[src/sv/mdc_pkg.sv]
// shared types, constants and sine table math for the modulated delay chorus
package mdc_pkg;

	localparam int LINE_DEPTH_DEF      = 8192;
	localparam int SAMPLE_BITS_DEF     = 24;
	localparam int SINE_TABLE_SIZE_DEF = 1024;

	// configuration register indexes
	localparam logic [2:0] REG_BASE_DELAY    = 3'd0;
	localparam logic [2:0] REG_MOD_DEPTH     = 3'd1;
	localparam logic [2:0] REG_LINE_LENGTH   = 3'd2;
	localparam logic [2:0] REG_FEEDBACK_GAIN = 3'd3;
	localparam logic [2:0] REG_WET_MIX       = 3'd4;
	localparam logic [2:0] REG_PHASE_STEP    = 3'd5;
	localparam logic [2:0] REG_START_QUARTER = 3'd6;

	// gain and delay limits
	localparam logic [20:0] BASE_MIN  = 21'd256;
	localparam logic [14:0] FB_MAX    = 15'd31129;
	localparam logic [15:0] WET_MAX   = 16'd32768;
	localparam logic [15:0] WET_BYP   = 16'd16;
	localparam logic [13:0] LEN_MIN   = 14'd4;

	// odd polynomial for sin(pi/2 * x), Q30
	localparam longint POLY_C1 = 64'sd1686447685;
	localparam longint POLY_C3 = 64'sd690662111;
	localparam longint POLY_C5 = 64'sd78071983;

	typedef enum logic [3:0] {
		ST_CLEAR,
		ST_IDLE,
		ST_BYPASS,
		ST_LFO,
		ST_MAG,
		ST_ADDR,
		ST_DSTART,
		ST_DIV,
		ST_POS,
		ST_RD0,
		ST_RD1,
		ST_INTERP,
		ST_FB,
		ST_MIX1,
		ST_MIX2
	} state_t;

	typedef struct packed {
		logic clr_en;
		logic idle;
		logic load_in;
		logic lfo_en;
		logic mag_en;
		logic addr_en;
		logic div_start;
		logic pos_en;
		logic rd0;
		logic rd1;
		logic interp_en;
		logic fb_en;
		logic mix1_en;
		logic out_load;
		logic out_byp;
	} cmd_t;

	typedef struct packed {
		logic clr_last;
		logic div_done;
		logic out_free;
		logic bypass;
	} status_t;

	// quarter-wave sine entry in Q0.15 from the Q30 argument
	function automatic logic [14:0] sine_poly(input longint x);
		longint x2;
		longint inner;
		longint outer;
		longint v;
		x2    = (x * x) >>> 30;
		inner = POLY_C3 - ((POLY_C5 * x2) >>> 30);
		outer = POLY_C1 - ((x2 * inner) >>> 30);
		v     = (x * outer) >>> 30;
		v     = (v + 64'sd16384) >>> 15;
		if (v > 64'sd32767)
			v = 64'sd32767;
		return v[14:0];
	endfunction

endpackage

[src/sv/mdc_ctrl.sv]
// sequencing state machine for one sample
module mdc_ctrl import mdc_pkg::*; (
	input  logic    clk,
	input  logic    arst_n,
	input  logic    in_valid,
	input  status_t status,
	output cmd_t    cmd
);
	state_t state_q;
	state_t state_d;

	always_ff @(posedge clk or negedge arst_n) begin
		if (!arst_n)
			state_q <= ST_CLEAR;
		else
			state_q <= state_d;
	end

	always_comb begin
		state_d = state_q;
		cmd     = '0;
		unique case (state_q)
			ST_CLEAR: begin
				cmd.clr_en = 1'b1;
				if (status.clr_last)
					state_d = ST_IDLE;
			end
			ST_IDLE: begin
				cmd.idle = 1'b1;
				if (in_valid) begin
					cmd.load_in = 1'b1;
					state_d     = status.bypass ? ST_BYPASS : ST_LFO;
				end
			end
			ST_BYPASS: begin
				if (status.out_free) begin
					cmd.out_load = 1'b1;
					cmd.out_byp  = 1'b1;
					state_d      = ST_IDLE;
				end
			end
			ST_LFO: begin
				cmd.lfo_en = 1'b1;
				state_d    = ST_MAG;
			end
			ST_MAG: begin
				cmd.mag_en = 1'b1;
				state_d    = ST_ADDR;
			end
			ST_ADDR: begin
				cmd.addr_en = 1'b1;
				state_d     = ST_DSTART;
			end
			ST_DSTART: begin
				cmd.div_start = 1'b1;
				state_d       = ST_DIV;
			end
			ST_DIV: begin
				if (status.div_done)
					state_d = ST_POS;
			end
			ST_POS: begin
				cmd.pos_en = 1'b1;
				state_d    = ST_RD0;
			end
			ST_RD0: begin
				cmd.rd0 = 1'b1;
				state_d = ST_RD1;
			end
			ST_RD1: begin
				cmd.rd1 = 1'b1;
				state_d = ST_INTERP;
			end
			ST_INTERP: begin
				cmd.interp_en = 1'b1;
				state_d       = ST_FB;
			end
			ST_FB: begin
				cmd.fb_en = 1'b1;
				state_d   = ST_MIX1;
			end
			ST_MIX1: begin
				cmd.mix1_en = 1'b1;
				state_d     = ST_MIX2;
			end
			ST_MIX2: begin
				if (status.out_free) begin
					cmd.out_load = 1'b1;
					state_d      = ST_IDLE;
				end
			end
			default: state_d = ST_CLEAR;
		endcase
	end
endmodule

[config.mk]
export PLATFORM = sky130hd
export DESIGN_NAME = mdc_ctrl
export DESIGN_NICKNAME = d
export VERILOG_FILES = /design/src/sv/mdc_pkg.sv /design/src/sv/mdc_ctrl.sv
export SDC_FILE = /design/constraint.sdc
export NUM_CORES = 1
export LEC_CHECK = 0
export BUFFER_PORTS_ARGS = -buffer_cell sky130_fd_sc_hd__buf_2
export CORE_MARGIN = 1.5
export CORE_UTILIZATION = 30
export DETAILED_ROUTE_END_ITERATION = 8
export GPL_TIMING_DRIVEN = 0
export PLACE_DENSITY = 0.69
export SLEW_MARGIN = 20
export SYNTH_ARGS = -nofsm -noshare
export SYNTH_HDL_FRONTEND = slang
export SYNTH_SLANG_ARGS = --single-unit
[constraint.sdc]
create_clock -name clk -period 2.55 [get_ports clk]
set_input_delay 0.1275 -clock clk [delete_from_list [all_inputs] [get_ports clk]]
set_output_delay 0.1275 -clock clk [all_outputs]
set_load 0.02 [all_outputs]
==> results.sh <==
export IMPL_status="completed"
export IMPL_p_comb_share_pct=70.5
export IMPL_yosys_area_top_type="dfrtp_1"
export IMPL_fin_crit_ns=1.579
export IMPL_synth_compound_area_share_pct=22.51
export IMPL_r2r_start="state_q[3]"
export IMPL_grt_overflow_total=0
export IMPL_grt_pass1_wl_um=1531
export IMPL_synth_xor_area_share_pct=0
export IMPL_cap_violations=0
export IMPL_hold_class="primary input to flip-flop"
export IMPL_row_count=12
export IMPL_clockPowerShare_pct=11.7
export IMPL_tightest_slew_ns=0.2377
export IMPL_post_cts_buffers=0
export IMPL_synth_adder_area_share_pct=0
export IMPL_remaining_drc_errors=0
export IMPL_synth_top_cell_area_share_pct=25.72
export IMPL_placed_cells=90
export IMPL_cts_resized=0
export IMPL_htreeDepth=1
export IMPL_fill_cells=109
export IMPL_clock_latency_ns=0.24
export IMPL_antenna_left=0
export IMPL_antenna_found_initial=0
export IMPL_synth_distinct_cells=23
export IMPL_syn2layout_area_growth_pct=39.87
export IMPL_setup_viol=0
export IMPL_r2r_setup_slack_ns=1.28
export IMPL_syn_inst=55
export IMPL_p_per_area_nw_per_um2=1239
export IMPL_ir_drop_uv=358.6
export IMPL_start_util_pct=33.66
export IMPL_nets=89
export IMPL_vias_per_cell=4.947
export IMPL_ios=22
export IMPL_worstSetupPathType="flip-flop to primary output"
export IMPL_largest_reg_flops=4
export IMPL_clk_path_buf_depth=2
export IMPL_power_leakage_nw=0.2870
export IMPL_p_int_w=0.0003373
export IMPL_vias=465
export IMPL_rr_worst_depth=5
export IMPL_synth_top_family_by_area="simple AND/OR/NAND/NOR gates"
export IMPL_clk_pin_slew_worst_paths_ns=0.03
export IMPL_die_w_um=39.02
export IMPL_hold_depth=3
export IMPL_tns_ns=0
export IMPL_cts_tree="yes"
export IMPL_pwr_share_seq_pct=17.8
export IMPL_muxShareOfSynthArea_pct=0
export IMPL_crit_fanout=10
export IMPL_synth_edf_count=0
export IMPL_synthSimpleGateAreaFrac_pct=39.23
export IMPL_wl_per_cell_um=10.10
export IMPL_cp_start_kind="flip-flop"
export IMPL_synth_avg_cell_area_um2=7.075
export IMPL_period_share_pct=61.93
export IMPL_yosysWarnings=0
export IMPL_gp_congestion=0.7763
export IMPL_switching_share_pct=49.96
export IMPL_fmax_mhz=633.3
export IMPL_die_h_um=39.02
export IMPL_regMostFlops="state_q"
export IMPL_grt_max_degree=11
export IMPL_drt_first_pass_iters=4
export IMPL_synthArstFlopShare_pct=100.0
export IMPL_antennaDiodeCount=0
export IMPL_end_kind="primary output"
export IMPL_hp_start="status[2]"
export IMPL_hold_violations=0
export IMPL_critical_path_arrival_ns=1.45
export IMPL_io_buffers=21
export IMPL_dieArea_um2=1522
export IMPL_synth_seq_cells=4
export IMPL_grt_pass1_vias=377
export IMPL_instances_no_fill=94
export IMPL_yosysSeqAreaShare_pct=25.72
export IMPL_initialDrtViolationCount=12
export IMPL_design_core_area_um2=1156
export IMPL_ys_flop_type="dfrtp_1"
export IMPL_min_to="state_q[2]"
export IMPL_r2r_end="state_q[1]"
export IMPL_synth_nets=62
export IMPL_p_sw_w=0.0003368
export IMPL_synth_area_top_cells="dfrtp_1, nor3_1, nor2_1, nand2b_1, buf_6"
export IMPL_routed_wl_um=949
export IMPL_maxSlewViolCount=0
export IMPL_reg_top3="state_q: 4 flops"
export IMPL_critPathRequiredTime_ns=2.42
export IMPL_track_usage_pct=15.31
export IMPL_final_setup_skew_ns=0.004213
export IMPL_dp_final_hpwl_um=732.9
export IMPL_clock_sinks=4
export IMPL_layout_drive_gt1_share_pct=36.25
export IMPL_synth_area_um2=389.1
export IMPL_slew_headroom_pct=84.02
export IMPL_cts_root_buf="clkbuf_4"
export IMPL_numCtsBuffers=3
export IMPL_rsz0062_at_grt="false"
## kinds of logic (layout without fill, tap and decap cells)
kind of cell,after synthesis,in the layout
and+or+nand+nor,30,30
AOI/OAI and AO/OA,13,13
buffers and inverters,8,33
DFF,4,4
## cells in the final DEF, fill, tap and decap left out, drive strengths merged, types with 2 or more instances in the layout
cell type | synthesis | routed
a21oi | 3 | 3
buf | 5 | 26
clkbuf | 0 | 3
dfrtp | 4 | 4
inv | 3 | 3
nand2 | 3 | 3
nand2b | 5 | 5
nor2 | 9 | 9
nor3 | 7 | 7
o21a | 2 | 2
o21ai | 2 | 2
## repair_timing
action / CTS / global route
hold buffers: 1 / 0
endpoints found under the hold margin: 4 / 0
endpoints found under the setup margin: 0 / 0
## Yosys cell counts (2+ instances only)
master / number
o21a_1: 2
inv_1: 3
buf_6: 2
a21oi_1: 3
nor3_1: 7
buf_2: 3
nand2b_1: 5
nand2_1: 3
dfrtp_1: 4
nor2_1: 9
o21ai_0: 2
## worst max-delay path: stages (launching register included)
cell and delay [ns]:
dfrtp_1 0.36, buf_6 0.13, or2_1 0.21, buf_6 0.13, nor2_1 0.11, and2_1 0.12
buf_2 0.15
## cell type report
class / count / area [um^2] / area share [%]
multi-input combinational: 43 / 240.2 / 44.14
tap: 14 / 17.52 / 3.218
sequential: 4 / 100.1 / 18.39
clock buffer: 3 / 22.52 / 4.138
timing repair buffer: 22 / 115.1 / 21.15
buffer: 5 / 37.54 / 6.897
inverter: 3 / 11.26 / 2.069
## metal layers
layer | vias up | share of wire [%] | GRT usage, % | wire, um
met2 | 12 | 48 | 22.92 | 457
met3 | 3 | 5.8 | 3.468 | 55
met4 | 0 | 2.0 | 10.34 | 19
met1 | 210 | 44 | 19.16 | 417
met5 | - | 0 | 0 | 0
li1 | 240 | - | - | -
## stage by stage
step | cell area [um^2] | setup slack, ns | util (%) | total power, W | hold slack (ns)
final | 544.3 | 0.9709 | 47.08 | 0.0006741 | 0.2248
after global routing | 544.3 | 0.8979 | 47.08 | 0.0007337 | 0.2481
after CTS | 544.3 | 0.9672 | 47.08 | 0.0006781 | 0.2186
after detailed placement | 511.7 | 1.216 | 44.26 | 0.0005969 | -0.06756
after global placement | 511.7 | 1.218 | 44.26 | 0.0005969 | -0.06848
after floorplan | 389.1 | 0.9981 | - | 0.0004821 | -0.1681
## how the worst max path moves through the flow
stage | start | end | slack (ns)
floorplan | state_q[3] | cmd[12] | 1.0
global placement | state_q[3] | cmd[12] | 1.22
detailed placement | state_q[3] | cmd[12] | 1.22
CTS | state_q[3] | cmd[12] | 0.97
global route | state_q[3] | cmd[12] | 0.90
finish | state_q[3] | cmd[12] | 0.97
## power by group through the flow
stage / Combinational (W) / Sequential (W) / Clock, W
final: 0.000475 / 0.000120 / 0.0000789
after global routing: 0.000527 / 0.000125 / 0.0000819
after CTS: 0.000479 / 0.000120 / 0.0000792
after detailed placement: 0.000476 / 0.000121 / 0
after global placement: 0.000475 / 0.000122 / 0
after floorplan: 0.000367 / 0.000115 / 0
Note: power is estimated with default switching activity, not from simulation.
